[config.mk]
export PLATFORM = sky130hd
export DESIGN_NAME = threshold_crossing_period_meter
export DESIGN_NICKNAME = d
export VERILOG_FILES = /design/src/rtl/core/tcpm_pkg.sv /design/src/rtl/core/threshold_crossing_period_meter.sv /design/src/rtl/core/tcpm_front.sv /design/src/rtl/core/tcpm_queue.sv /design/src/rtl/core/tcpm_scale.sv /design/src/rtl/core/tcpm_back.sv
export SDC_FILE = /design/constraint.sdc
export NUM_CORES = 2
export LEC_CHECK = 0
export BUFFER_PORTS_ARGS = -buffer_cell sky130_fd_sc_hd__buf_4
export CAP_MARGIN = 20
export CORE_ASPECT_RATIO = 0.7
export CORE_MARGIN = 2
export CORE_UTILIZATION = 47
export CTS_CLUSTER_SIZE = 20
export DETAILED_ROUTE_END_ITERATION = 6
export SLEW_MARGIN = 20
export SYNTH_ARGS = -nofsm -noshare
export SYNTH_HDL_FRONTEND = slang
export SYNTH_HIERARCHICAL = 1
export SYNTH_SLANG_ARGS = --single-unit
[constraint.sdc]
create_clock -name clock -period 8.6 [get_ports clock]
set_input_delay 1.72 -clock clock [delete_from_list [all_inputs] [get_ports clock]]
set_output_delay 1.72 -clock clock [all_outputs]
set_load 0.02 [all_outputs]
[src/rtl/core/tcpm_pkg.sv]
// Shared definitions for the threshold crossing period meter.
// Register indexes and fixed sizes; no dependencies.
`default_nettype none

package tcpm_pkg;

   localparam int CSR_INDEX_WIDTH = 2;

   // Crossing jobs that can wait between the sample front end and the divider
   localparam int QUEUE_DEPTH = 4;

   typedef enum logic [CSR_INDEX_WIDTH-1:0] {
      CSR_THRESHOLD_LEVEL = 2'd0,
      CSR_MEASURE_MODE    = 2'd1,
      CSR_TRIGGER_TIME    = 2'd2
   } csr_index_type;

endpackage

`default_nettype wire

[src/rtl/core/threshold_crossing_period_meter.sv]
// Threshold crossing period meter, top level: register file, sample front end,
// crossing queue and interpolation back end. Uses tcpm_pkg and the tcpm_* modules.
//
//   channel  direction  handshake              payload
//   req      in         req_valid/req_ready    sample_time, sample_value, record_start
//   rsp      out        rsp_valid/rsp_ready    crossing_time, measured_interval
//   csr      in         csr_valid/csr_ready    csr_index, csr_wdata (always ready)
//
// A sample is taken every cycle while the crossing queue has room.
// Each crossing passes through the back end in order: a start, a multiply,
// TIME_WIDTH restoring divide steps, a sum and a decision.
// The queue holds QUEUE_DEPTH crossings; req_ready drops only when it is full.
// A held result in the output register stalls the back end; the front stalls
// only once the queue has filled behind it.
// Synchronous reset clears history, queue and output valid; no clearing pass.
`default_nettype none

module threshold_crossing_period_meter #(
   parameter int TIME_WIDTH   = 32,
   parameter int SAMPLE_WIDTH = 16
) (
   input  logic                                            clock,
   input  logic                                            reset,
   input  logic                                            req_valid,
   output logic                                            req_ready,
   input  logic signed [TIME_WIDTH-1:0]                    req_sample_time,
   input  logic signed [SAMPLE_WIDTH-1:0]                  req_sample_value,
   input  logic                                            req_record_start,
   output logic                                            rsp_valid,
   input  logic                                            rsp_ready,
   output logic signed [TIME_WIDTH-1:0]                    rsp_crossing_time,
   output logic [TIME_WIDTH-1:0]                           rsp_measured_interval,
   input  logic                                            csr_valid,
   output logic                                            csr_ready,
   input  logic [tcpm_pkg::CSR_INDEX_WIDTH-1:0]            csr_index,
   input  logic [((TIME_WIDTH > SAMPLE_WIDTH) ?
                  TIME_WIDTH : SAMPLE_WIDTH)-1:0]          csr_wdata
);
   import tcpm_pkg::*;

   localparam int JOB_WIDTH = 2 * TIME_WIDTH + 2 * SAMPLE_WIDTH + 2;

   logic signed [SAMPLE_WIDTH-1:0] threshold_ff;
   logic                           mode_ff;
   logic signed [TIME_WIDTH-1:0]   trigger_ff;

   logic                 push_valid, push_ready;
   logic [JOB_WIDTH-1:0] push_data;
   logic                 pop_valid, pop_ready;
   logic [JOB_WIDTH-1:0] pop_data;

   assign csr_ready = 1'b1;

   always_ff @(posedge clock) begin
      if (reset) begin
         threshold_ff <= '0;
         mode_ff      <= 1'b0;
         trigger_ff   <= '0;
      end else if (csr_valid) begin
         case (csr_index)
            CSR_THRESHOLD_LEVEL: threshold_ff <= csr_wdata[SAMPLE_WIDTH-1:0];
            CSR_MEASURE_MODE:    mode_ff      <= csr_wdata[0];
            CSR_TRIGGER_TIME:    trigger_ff   <= csr_wdata[TIME_WIDTH-1:0];
            default: begin
            end
         endcase
      end
   end

   tcpm_front #(
      .TIME_WIDTH   (TIME_WIDTH),
      .SAMPLE_WIDTH (SAMPLE_WIDTH),
      .JOB_WIDTH    (JOB_WIDTH)
   ) u_front (
      .clock            (clock),
      .reset            (reset),
      .threshold        (threshold_ff),
      .req_valid        (req_valid),
      .req_ready        (req_ready),
      .req_sample_time  (req_sample_time),
      .req_sample_value (req_sample_value),
      .req_record_start (req_record_start),
      .push_valid       (push_valid),
      .push_ready       (push_ready),
      .push_data        (push_data)
   );

   tcpm_queue #(
      .WIDTH (JOB_WIDTH),
      .DEPTH (QUEUE_DEPTH)
   ) u_queue (
      .clock      (clock),
      .reset      (reset),
      .push_valid (push_valid),
      .push_ready (push_ready),
      .push_data  (push_data),
      .pop_valid  (pop_valid),
      .pop_ready  (pop_ready),
      .pop_data   (pop_data)
   );

   tcpm_back #(
      .TIME_WIDTH   (TIME_WIDTH),
      .SAMPLE_WIDTH (SAMPLE_WIDTH),
      .JOB_WIDTH    (JOB_WIDTH)
   ) u_back (
      .clock                 (clock),
      .reset                 (reset),
      .mode                  (mode_ff),
      .trigger               (trigger_ff),
      .pop_valid             (pop_valid),
      .pop_ready             (pop_ready),
      .pop_data              (pop_data),
      .rsp_valid             (rsp_valid),
      .rsp_ready             (rsp_ready),
      .rsp_crossing_time     (rsp_crossing_time),
      .rsp_measured_interval (rsp_measured_interval)
   );

endmodule

`default_nettype wire

[src/rtl/core/tcpm_front.sv]
// Sample front end: keeps the previous sample, detects rising threshold
// crossings and packs interpolation jobs for the queue. Uses tcpm_pkg.
`default_nettype none

module tcpm_front #(
   parameter int TIME_WIDTH   = 32,
   parameter int SAMPLE_WIDTH = 16,
   parameter int JOB_WIDTH    = 2 * TIME_WIDTH + 2 * SAMPLE_WIDTH + 2
) (
   input  logic                           clock,
   input  logic                           reset,
   input  logic signed [SAMPLE_WIDTH-1:0] threshold,
   input  logic                           req_valid,
   output logic                           req_ready,
   input  logic signed [TIME_WIDTH-1:0]   req_sample_time,
   input  logic signed [SAMPLE_WIDTH-1:0] req_sample_value,
   input  logic                           req_record_start,
   output logic                           push_valid,
   input  logic                           push_ready,
   output logic [JOB_WIDTH-1:0]           push_data
);
   import tcpm_pkg::*;

   logic signed [TIME_WIDTH-1:0]   prev_time_ff,  prev_time_in;
   logic signed [SAMPLE_WIDTH-1:0] prev_value_ff, prev_value_in;
   logic                           prev_valid_ff, prev_valid_in;
   logic                           pend_clear_ff, pend_clear_in;

   logic                           accept;
   logic                           hit;
   logic signed [TIME_WIDTH:0]     dt;
   logic signed [SAMPLE_WIDTH:0]   num_wide;
   logic signed [SAMPLE_WIDTH:0]   den_wide;

   assign req_ready = push_ready;
   assign accept    = req_valid && push_ready;

   assign hit = prev_valid_ff && !req_record_start &&
                (prev_value_ff < threshold) && (req_sample_value >= threshold);

   assign dt       = {req_sample_time[TIME_WIDTH-1], req_sample_time} -
                     {prev_time_ff[TIME_WIDTH-1], prev_time_ff};
   assign num_wide = {threshold[SAMPLE_WIDTH-1], threshold} -
                     {prev_value_ff[SAMPLE_WIDTH-1], prev_value_ff};
   assign den_wide = {req_sample_value[SAMPLE_WIDTH-1], req_sample_value} -
                     {prev_value_ff[SAMPLE_WIDTH-1], prev_value_ff};

   // Both differences are positive and below 2^SAMPLE_WIDTH on a crossing
   assign push_valid = req_valid && hit;
   assign push_data  = {pend_clear_ff, prev_time_ff, dt,
                        num_wide[SAMPLE_WIDTH-1:0], den_wide[SAMPLE_WIDTH-1:0]};

   always_comb begin
      prev_time_in  = prev_time_ff;
      prev_value_in = prev_value_ff;
      prev_valid_in = prev_valid_ff;
      pend_clear_in = pend_clear_ff;
      if (accept) begin
         prev_time_in  = req_sample_time;
         prev_value_in = req_sample_value;
         prev_valid_in = 1'b1;
         // a record start travels with the next crossing job
         if (req_record_start) begin
            pend_clear_in = 1'b1;
         end else if (hit) begin
            pend_clear_in = 1'b0;
         end
      end
   end

   always_ff @(posedge clock) begin
      if (reset) begin
         prev_valid_ff <= 1'b0;
         pend_clear_ff <= 1'b0;
      end else begin
         prev_valid_ff <= prev_valid_in;
         pend_clear_ff <= pend_clear_in;
      end
      prev_time_ff  <= prev_time_in;
      prev_value_ff <= prev_value_in;
   end

endmodule

`default_nettype wire

[src/rtl/core/tcpm_queue.sv]
// Small register FIFO that decouples the sample front end from the
// interpolation back end. Uses tcpm_pkg.
`default_nettype none

module tcpm_queue #(
   parameter int WIDTH = 98,
   parameter int DEPTH = 4
) (
   input  logic             clock,
   input  logic             reset,
   input  logic             push_valid,
   output logic             push_ready,
   input  logic [WIDTH-1:0] push_data,
   output logic             pop_valid,
   input  logic             pop_ready,
   output logic [WIDTH-1:0] pop_data
);
   import tcpm_pkg::*;

   localparam int PTR_WIDTH = (DEPTH > 1) ? $clog2(DEPTH) : 1;
   localparam int CNT_WIDTH = $clog2(DEPTH + 1);

   logic [WIDTH-1:0]     entry_ff [DEPTH];
   logic [PTR_WIDTH-1:0] wr_ptr_ff, wr_ptr_in;
   logic [PTR_WIDTH-1:0] rd_ptr_ff, rd_ptr_in;
   logic [CNT_WIDTH-1:0] count_ff,  count_in;
   logic                 do_push, do_pop;

   assign push_ready = (count_ff != CNT_WIDTH'(DEPTH));
   assign pop_valid  = (count_ff != '0);
   assign pop_data   = entry_ff[rd_ptr_ff];
   assign do_push    = push_valid && push_ready;
   assign do_pop     = pop_valid && pop_ready;

   always_comb begin
      wr_ptr_in = wr_ptr_ff;
      rd_ptr_in = rd_ptr_ff;
      count_in  = count_ff;
      if (do_push) begin
         wr_ptr_in = (wr_ptr_ff == PTR_WIDTH'(DEPTH - 1)) ? '0 : wr_ptr_ff + 1'b1;
      end
      if (do_pop) begin
         rd_ptr_in = (rd_ptr_ff == PTR_WIDTH'(DEPTH - 1)) ? '0 : rd_ptr_ff + 1'b1;
      end
      if (do_push && !do_pop) begin
         count_in = count_ff + 1'b1;
      end else if (do_pop && !do_push) begin
         count_in = count_ff - 1'b1;
      end
   end

   always_ff @(posedge clock) begin
      if (reset) begin
         wr_ptr_ff <= '0;
         rd_ptr_ff <= '0;
         count_ff  <= '0;
      end else begin
         wr_ptr_ff <= wr_ptr_in;
         rd_ptr_ff <= rd_ptr_in;
         count_ff  <= count_in;
      end
      if (do_push) begin
         entry_ff[wr_ptr_ff] <= push_data;
      end
   end

endmodule

`default_nettype wire

[src/rtl/core/tcpm_scale.sv]
// Iterative scaler: quotient = floor(mag * num / den) with num <= den.
// A multiply step, then one restoring division step per cycle. Uses tcpm_pkg.
`default_nettype none

module tcpm_scale #(
   parameter int MAG_WIDTH = 32,
   parameter int NUM_WIDTH = 16
) (
   input  logic                 clock,
   input  logic                 reset,
   input  logic                 start,
   input  logic [MAG_WIDTH-1:0] mag,
   input  logic [NUM_WIDTH-1:0] num,
   input  logic [NUM_WIDTH-1:0] den,
   output logic                 done,
   output logic [MAG_WIDTH-1:0] quotient
);
   import tcpm_pkg::*;

   localparam int PROD_WIDTH = MAG_WIDTH + NUM_WIDTH;
   localparam int CNT_WIDTH  = (MAG_WIDTH > 1) ? $clog2(MAG_WIDTH) : 1;

   typedef enum logic [1:0] {
      S_IDLE,
      S_MUL,
      S_DIV
   } state_type;

   state_type            state_ff;
   logic                 done_ff;
   logic [CNT_WIDTH-1:0] cnt_ff;
   logic [MAG_WIDTH-1:0] mag_ff;
   logic [NUM_WIDTH-1:0] num_ff;
   logic [NUM_WIDTH-1:0] den_ff;
   logic [NUM_WIDTH-1:0] rem_ff;
   logic [MAG_WIDTH-1:0] work_ff;

   logic [PROD_WIDTH-1:0] product;
   logic [NUM_WIDTH:0]    trial;
   logic [NUM_WIDTH:0]    diff;
   logic                  fits;

   assign product = PROD_WIDTH'(mag_ff) * PROD_WIDTH'(num_ff);
   assign trial   = {rem_ff, work_ff[MAG_WIDTH-1]};
   assign diff    = trial - {1'b0, den_ff};
   assign fits    = !diff[NUM_WIDTH];

   assign done     = done_ff;
   assign quotient = work_ff;

   // The quotient never exceeds mag, so the upper product bits start below den
   // and MAG_WIDTH steps are enough.
   always_ff @(posedge clock) begin
      if (reset) begin
         state_ff <= S_IDLE;
         done_ff  <= 1'b0;
      end else begin
         done_ff <= (state_ff == S_DIV) && (cnt_ff == '0);
         case (state_ff)
            S_IDLE: begin
               if (start) begin
                  mag_ff   <= mag;
                  num_ff   <= num;
                  den_ff   <= den;
                  state_ff <= S_MUL;
               end
            end
            S_MUL: begin
               rem_ff   <= product[PROD_WIDTH-1:MAG_WIDTH];
               work_ff  <= product[MAG_WIDTH-1:0];
               cnt_ff   <= CNT_WIDTH'(MAG_WIDTH - 1);
               state_ff <= S_DIV;
            end
            S_DIV: begin
               rem_ff  <= fits ? diff[NUM_WIDTH-1:0] : trial[NUM_WIDTH-1:0];
               work_ff <= {work_ff[MAG_WIDTH-2:0], fits};
               if (cnt_ff == '0) begin
                  state_ff <= S_IDLE;
               end else begin
                  cnt_ff <= cnt_ff - 1'b1;
               end
            end
            default: begin
               state_ff <= S_IDLE;
            end
         endcase
      end
   end

endmodule

`default_nettype wire

[src/rtl/core/tcpm_back.sv]
// Crossing back end: interpolates each queued crossing through tcpm_scale,
// applies period or trigger rules and holds the result register. Uses tcpm_pkg.
`default_nettype none

module tcpm_back #(
   parameter int TIME_WIDTH   = 32,
   parameter int SAMPLE_WIDTH = 16,
   parameter int JOB_WIDTH    = 2 * TIME_WIDTH + 2 * SAMPLE_WIDTH + 2
) (
   input  logic                         clock,
   input  logic                         reset,
   input  logic                         mode,
   input  logic signed [TIME_WIDTH-1:0] trigger,
   input  logic                         pop_valid,
   output logic                         pop_ready,
   input  logic [JOB_WIDTH-1:0]         pop_data,
   output logic                         rsp_valid,
   input  logic                         rsp_ready,
   output logic signed [TIME_WIDTH-1:0] rsp_crossing_time,
   output logic [TIME_WIDTH-1:0]        rsp_measured_interval
);
   import tcpm_pkg::*;

   typedef enum logic [1:0] {
      B_IDLE,
      B_DIV,
      B_EMIT
   } state_type;

   state_type                    state_ff;
   logic                         clear_ff;
   logic                         neg_ff;
   logic signed [TIME_WIDTH-1:0] prev_time_ff;
   logic signed [TIME_WIDTH-1:0] t_ff;
   logic signed [TIME_WIDTH-1:0] last_ff;
   logic                         cv_ff;
   logic                         tr_ff;
   logic                         rsp_valid_ff;
   logic signed [TIME_WIDTH-1:0] rsp_ct_ff;
   logic [TIME_WIDTH-1:0]        rsp_mi_ff;

   // job fields
   logic                         job_clear;
   logic signed [TIME_WIDTH-1:0] job_prev_time;
   logic signed [TIME_WIDTH:0]   job_dt;
   logic [SAMPLE_WIDTH-1:0]      job_num;
   logic [SAMPLE_WIDTH-1:0]      job_den;
   logic [TIME_WIDTH:0]          dt_abs;

   logic                         scale_start;
   logic                         scale_done;
   logic [TIME_WIDTH-1:0]        scale_q;
   logic [TIME_WIDTH:0]          q_ext;
   logic [TIME_WIDTH:0]          t_sum;

   logic                         out_free;
   logic                         cv_eff, tr_eff;
   logic                         emit_period, emit_trigger;

   assign {job_clear, job_prev_time, job_dt, job_num, job_den} = pop_data;
   assign dt_abs = job_dt[TIME_WIDTH] ? -job_dt : job_dt;

   assign pop_ready   = (state_ff == B_IDLE);
   assign scale_start = (state_ff == B_IDLE) && pop_valid;

   tcpm_scale #(
      .MAG_WIDTH (TIME_WIDTH),
      .NUM_WIDTH (SAMPLE_WIDTH)
   ) u_scale (
      .clock    (clock),
      .reset    (reset),
      .start    (scale_start),
      .mag      (dt_abs[TIME_WIDTH-1:0]),
      .num      (job_num),
      .den      (job_den),
      .done     (scale_done),
      .quotient (scale_q)
   );

   // |offset| <= |dt|, so the sum always lands between the two sample times
   assign q_ext = {1'b0, scale_q};
   assign t_sum = {prev_time_ff[TIME_WIDTH-1], prev_time_ff} + (neg_ff ? -q_ext : q_ext);

   assign out_free     = !rsp_valid_ff || rsp_ready;
   assign cv_eff       = cv_ff && !clear_ff;
   assign tr_eff       = tr_ff && !clear_ff;
   assign emit_period  = !mode && cv_eff && (t_ff >= last_ff);
   assign emit_trigger = mode && !tr_eff && (t_ff > trigger);

   assign rsp_valid             = rsp_valid_ff;
   assign rsp_crossing_time     = rsp_ct_ff;
   assign rsp_measured_interval = rsp_mi_ff;

   always_ff @(posedge clock) begin
      if (reset) begin
         state_ff     <= B_IDLE;
         cv_ff        <= 1'b0;
         tr_ff        <= 1'b0;
         last_ff      <= '0;
         rsp_valid_ff <= 1'b0;
      end else begin
         // held until taken, or loaded by the decision cycle
         rsp_valid_ff <= (rsp_valid_ff && !rsp_ready) ||
                         ((state_ff == B_EMIT) && out_free &&
                          (emit_period || emit_trigger));
         case (state_ff)
            B_IDLE: begin
               if (pop_valid) begin
                  clear_ff     <= job_clear;
                  prev_time_ff <= job_prev_time;
                  neg_ff       <= job_dt[TIME_WIDTH];
                  state_ff     <= B_DIV;
               end
            end
            B_DIV: begin
               if (scale_done) begin
                  t_ff     <= t_sum[TIME_WIDTH-1:0];
                  state_ff <= B_EMIT;
               end
            end
            B_EMIT: begin
               if (out_free) begin
                  if (emit_period) begin
                     rsp_ct_ff <= t_ff;
                     rsp_mi_ff <= t_ff - last_ff;
                  end else if (emit_trigger) begin
                     rsp_ct_ff <= t_ff;
                     rsp_mi_ff <= t_ff - trigger;
                  end
                  tr_ff    <= tr_eff || emit_trigger;
                  last_ff  <= t_ff;
                  cv_ff    <= 1'b1;
                  state_ff <= B_IDLE;
               end
            end
            default: begin
               state_ff <= B_IDLE;
            end
         endcase
      end
   end

endmodule

`default_nettype wire

* After elaboration in Yosys (flattened, before gate mapping) *
Memories as Yosys holds them, arrays and structs flattened. A register that Yosys moved wholly into a read port is not among the register bits.
Index checks and enable logic that the tools add are counted.

operators by class
  multiplexer cells = 28
  bitwise logic cells = 1
  multipliers = 1
  equal/unequal tests = 15
  add/sub/neg operators = 14
  reduce and logical (&&, ||, !) cells = 54
  magnitude comparators = 4

operators with widths
  operator                               count
  2-to-1 mux 32 bit                      6
  negation 32 bit                        2
  case mux 32 bit (2 select lines)       1
  subtractor 32 bit                      2
  multiplier 32 x 16 -> 48 bit           1
  subtractor 32 x 32 -> 33 bit           1
  adder 32 bit                           1
  >= comparator 32 bit                   1
  greater-than comparator 32 bit         1
  case mux 16 bit (2 select lines)       1
  subtractor 16 bit                      2
  logical AND 1 bit                      19
  2-to-1 mux 2 bit                       9
  subtractor 17 x 16 -> 17 bit           1
  >= comparator 16 bit                   1
  < comparator 16 bit                    1
  2-to-1 mux 16 bit                      1
  AND reduction 3 bit                    5
  AND reduction 2 bit                    7
  case mux 2 bit (3 select lines)        2
  == test 2 bit (second input constant)  5
  case mux 5 bit (2 select lines)        1
  zero test 1 bit                        9
  nonzero test 2 bit                     4
  17 further kinds                       33

storage, ports and cells
  memories kept = 1
  word-level logic and storage cells = 147
  RAM bits = 392
  register bits = 393
  output and inout port bits = 67

memory list
  name              depth  bits a word  rd ports  clocked after memory_dff  wr ports  line              text
  u_queue.entry_ff  4      98           1         1                         1         tcpm_queue.sv:23  logic [WIDTH-1:0] entry_ff [DEPTH];

* Depth between registers and ports, before layout *
  depth after elaboration = 10
  depth in mapped cells = 25

* Hierarchy *
The synthesis kept the hierarchy.

modules (own cells, without submodules)
  module                           times used  area an instance (um2)  cells an instance
  tcpm_scale                       1           21,237.9                2,240
  tcpm_queue                       1           14,589.0                560
  tcpm_back                        1           12,047.8                1,330
  tcpm_front                       1           4,996.0                 554
  threshold_crossing_period_meter  1           2,123.3                 201

* Worst setup path before layout *
OpenSTA, ideal clock, no wires.

  kind = input -> register
  start point = input rsp_ready
  end point = register u_back.rsp_ct_ff[0] (netlist: u_back/rsp_crossing_time[0]) (enable)
  library setup time = 0.581 ns
  required time = 8.019 ns
  stages on the path = 4
  path slack = 1.015 ns
  data arrival time = 7.003 ns
  path buffers = 1
  cells stage by stage = nor2b_1 -> nand3b_1 -> clkbuf_1 -> o31ai_1

between the ends
  cells in the longest elaborated chain, start to end = 2

ends and longest elaborated chain
  element                               line                                   text
  from (decl)                           threshold_crossing_period_meter.sv:30  input logic rsp_ready,
  logical OR 1 bit                      tcpm_back.sv:84                        assign out_free = !rsp_valid_ff || rsp_ready;
  AND reduction 4 bit (no source line)  -
  to (signal assigned)                  tcpm_back.sv:124                       rsp_ct_ff <= t_ff;
  to (signal assigned)                  tcpm_back.sv:127                       rsp_ct_ff <= t_ff;
  to (decl)                             tcpm_back.sv:39                        logic signed [TIME_WIDTH-1:0] rsp_ct_ff;

No other way between the ends.
A chain may end at the register's enable or synchronous reset.

* Worst setup path in the final report *
  start point = register u_back.u_scale.num_ff[7]
  end point = register u_back.u_scale.rem_ff[15], data pin

between the ends
  cells in the longest elaborated chain, start to end = 2

ends and longest elaborated chain
  element                           line              text
  from (decl)                       tcpm_scale.sv:33  logic [NUM_WIDTH-1:0] num_ff;
  from (signal assigned)            tcpm_scale.sv:63  num_ff <= num;
  multiplier 32 x 16 -> 48 bit      tcpm_scale.sv:43  assign product = PROD_WIDTH'(mag_ff) * PROD_WIDTH'(num_ff);
  case mux 16 bit (2 select lines)  tcpm_scale.sv:59  case (state_ff)
  to (signal assigned)              tcpm_scale.sv:69  rem_ff <= product[PROD_WIDTH-1:MAG_WIDTH];
  to (signal assigned)              tcpm_scale.sv:75  rem_ff <= fits ? diff[NUM_WIDTH-1:0] : trial[NUM_WIDTH-1:0];
  to (decl)                         tcpm_scale.sv:35  logic [NUM_WIDTH-1:0] rem_ff;

No other way between the ends.

==> out/metrics.yaml <==
status:
  status: "finished, final reports clean"
critical_path:
  worst-path-max-fanout: 16
  crit_path_cell_trace: "nand2_1 > fa_1 > inv_1 > fa_1 > fa_1 > fa_1 > fa_1 > inv_1 > fa_1 > inv_1 > ha_1 > a21oi_1 > o21ai_0 > nor4_1 > o31ai_2 > a21o_4 > a21oi_2 > o21ai_2 > xnor2_1 > mux2_2"
  critPathBufInv: 3
  cpPeakStageDelay_ns: 1.09
  arrival_ns: 7.92
  cpMostUsedCell: "fa_1"
  cpLargestDelayFamily: "adder cells"
  endpoint_kind: "register"
  critPathSlowestCell: "edfxtp_1"
  start_kind: "register"
  criticalPathCategory: "register to register"
  cp_data_required_time_ns: 9.05
timing:
  fmax_ghz: 0.1340
  hold_viol_final: 0
  skew_ns: 0.04428
  slew_violations: 0
  finalSetupTns_ns: 0
  rsz0062_at_grt: "false"
  fin_crit_ns: 7.464
  max_slew_margin: 0.2499
  fin_ws_ns: 1.136
  period_share: 0.8679
  worstMarginPinSlew_ns: 1.125
  setup_viol: 0
synthesis:
  synth_top_family_by_area: "adder cells"
  synth_nets: 5728
  synth-simple-area-share: 0.1201
  synth-seq-cells: 787
  synth-compound-area-share: 0.08762
  ys_types: 95
  synth-xor-area-share: 0.03902
  synth-edff-count: 687
  muxShareOfSynthArea: 0.05385
  syn_inst: 4885
  ys_seq_area_frac: 0.4115
  avgSynthCellArea_um2: 11.26
  yosys_most_used_dff: "edfxtp_1"
  netlist_area_um2: 54990
  synth_adder_area_share: 0.2299
  synth-async-reset-ratio: 0
  ys_warn_count: 6
finish:
  largest_register_ffs: 392
  num-fill-cells: 10120
  finish.utilization: 0.5239
  multi_input_area_um2: 29250
  antenna_cells: 0
  nets: 5839
  seqCellArea_um2: 22640
  largest_register: "u_queue/entry_ff"
  area_delta_synth_final_pct: 10.08
  drive_gt1_frac: 0.1005
  stdcell_area_um2: 60540
clock_tree:
  clockRootBuffer: "clkbuf_16"
  cts_tree: "built"
  post-cts-setup-buffers: 0
  cts_sinks: 787
  htree_levels: 3
  cts_resized: 0
  clk_latency_ns: 0.70
  clk_pin_slew_ns: 0.07
  cts_hold_buffers: 0
  cts-buffers-inserted: 81
  cts_buffer_depth: 3
die:
  ios: 155
  die_area_um2: 119800
  initial_core_util: 0.4759
  die_h_um: 290.2
  die_w_um: 412.8
  fp.coreArea_um2: 115600
  core.rowCount: 104
global_routing:
  track_usage: 0.2363
  grt_max_degree: 65
  first_global_vias: 36090
  grt_overflow: 0
  antenna_found_initial: 8
  grt_pass1_wl_mm: 215.9
route:
  via_per_inst: 5.508
  drtIter0Drc: 3337
  dr_wl_met3_mm: 11.42
  wl_per_cell_um: 21.06
  highest_layer: "met4"
  drtPass1Iterations: 6
  via_count: 36350
  m1WireLength_mm: 67.75
  route.met2.wl_mm: 56.80
  antenna_left: 0
  routed_wl_mm: 139.0
  drc_errors: 0
worst_hold_path:
  holdCritPathClass: "register to register"
flow_run:
  drv_cap: 0
place:
  io_buffers: 153
  dpl.hpwl_mm: 106.7
  dp_slack_ns: 1.267
  placed_area_um2: 57780
  gp_congestion: 0.9218
-- metal layers --
| metal | vias up | global-route usage |
|---|---|---|
| li1 | 16890 | - |
| met1 | 18200 | 0.3729 |
| met2 | 1092 | 0.3254 |
| met3 | 164 | 0.05738 |
| met4 | 0 | 0.05348 |
| met5 | - | 0 |
-- through the flow --
step                      cells  hold WS, ns
after global routing       6600       0.4731
after global placement     6448       0.4434
after floorplan            4885       0.4290
after detailed placement   6448       0.4465
after CTS                  6598       0.4552
final                      6600       0.4557
-- worst reg2reg max path, stage by stage (launching register included) --
cell and delay, ns:
edfxtp_1 1.09, nand2_1 0.23, fa_1 0.60, inv_1 0.05, fa_1 0.48, fa_1 0.58
fa_1 0.43, fa_1 0.49, inv_1 0.05, fa_1 0.52, inv_1 0.06, ha_1 0.35
a21oi_1 0.32, o21ai_0 0.16, nor4_1 0.60, o31ai_2 0.26, a21o_4 0.30, a21oi_2 0.18
o21ai_2 0.09, xnor2_1 0.12, mux2_2 0.26
-- kinds of logic after synthesis --
| family | count (synthesis) |
|---|---|
| AOI/OAI and AO/OA | 759 |
| xor gates and xnor gates | 245 |
| adders and majority gates | 755 |
| buffers and inverters | 823 |
| DFF | 787 |
| muxes | 172 |
| other | 1 |
| and+or+nand+nor | 1343 |
-- cells in the mapped netlist (8+ instances only) --
cell type / n / area, um2
a211oi_1: 20 / 150.1
a21boi_0: 9 / 67.56
a21o_1: 85 / 638.1
a21oi_1: 230 / 1151
a31o_2: 9 / 78.83
a31oi_1: 28 / 175.2
and2_1: 217 / 1358
and3_1: 21 / 131.4
and4_1: 9 / 78.83
buf_2: 18 / 90.09
buf_6: 8 / 90.09
clkbuf_1: 145 / 544.3
dfxtp_1: 100 / 2002
edfxtp_1: 687 / 20630
fa_1: 426 / 8528
ha_1: 329 / 4116
inv_1: 644 / 2417
mux2_2: 11 / 123.9
mux2i_1: 63 / 630.6
mux4_2: 98 / 2207
nand2_1: 577 / 2166
nand2b_1: 113 / 706.9
nand3_1: 50 / 250.2
nand4_1: 31 / 193.9
nor2_1: 158 / 593.1
nor2b_1: 42 / 262.8
nor3_1: 37 / 185.2
nor4_1: 10 / 62.56
o211ai_1: 16 / 120.1
o21a_1: 35 / 262.8
o21ai_0: 166 / 830.8
o21ai_1: 14 / 70.07
o21bai_1: 32 / 240.2
o31a_1: 8 / 70.07
o31ai_1: 33 / 247.7
or2_2: 8 / 50.05
or3_1: 17 / 106.4
or4_1: 8 / 60.06
xnor2_1: 182 / 1594
xor2_1: 63 / 551.8
-- cell usage in the layout, fill, tap and decap left out, types with 17 or more instances in the layout --
cell type / n
inv_1: 644
nand2_1: 577
o21ai_0: 166
and3_1: 21
a31oi_1: 28
nor2b_1: 40
clkinv_2: 19
mux4_2: 98
nand2b_1: 113
o21bai_1: 32
a21oi_1: 230
nand3_1: 50
mux2i_1: 63
edfxtp_1: 687
clkbuf_16: 82
fa_1: 426
ha_1: 328
a211oi_1: 20
dfxtp_1: 98
buf_4: 204
nor2_1: 157
nor3_1: 36
and2_1: 216
nand4_1: 31
o21a_1: 35
or3_1: 17
a21o_1: 85
xor2_1: 62
xnor2_1: 182
o31ai_1: 32
-- cell type report --
type                       count  share of cell area
inverter                     644             0.03993
clock buffer                  94             0.03480
timing repair buffer         207             0.02629
clock inverter                56             0.01009
tap                         1537             0.03177
sequential                   787              0.3740
multi-input combinational   3275              0.4832
-- path summary, 6_finish.rpt --
path,startpoint,to,slack (ns),cells after the start
setup / recovery,u_back/u_scale/num_ff[7],u_back/u_scale/rem_ff[15],1.14,20
hold / removal,u_back/last_ff[10],u_back/last_ff[10],0.46,2
setup reg to reg,u_back/u_scale/num_ff[7],u_back/u_scale/rem_ff[15],1.14,20
hold reg to reg,u_back/last_ff[10],u_back/last_ff[10],0.46,2
Power is not shown: default switching activity piles up to over one toggle a cycle in this logic, so the estimate is an artifact.
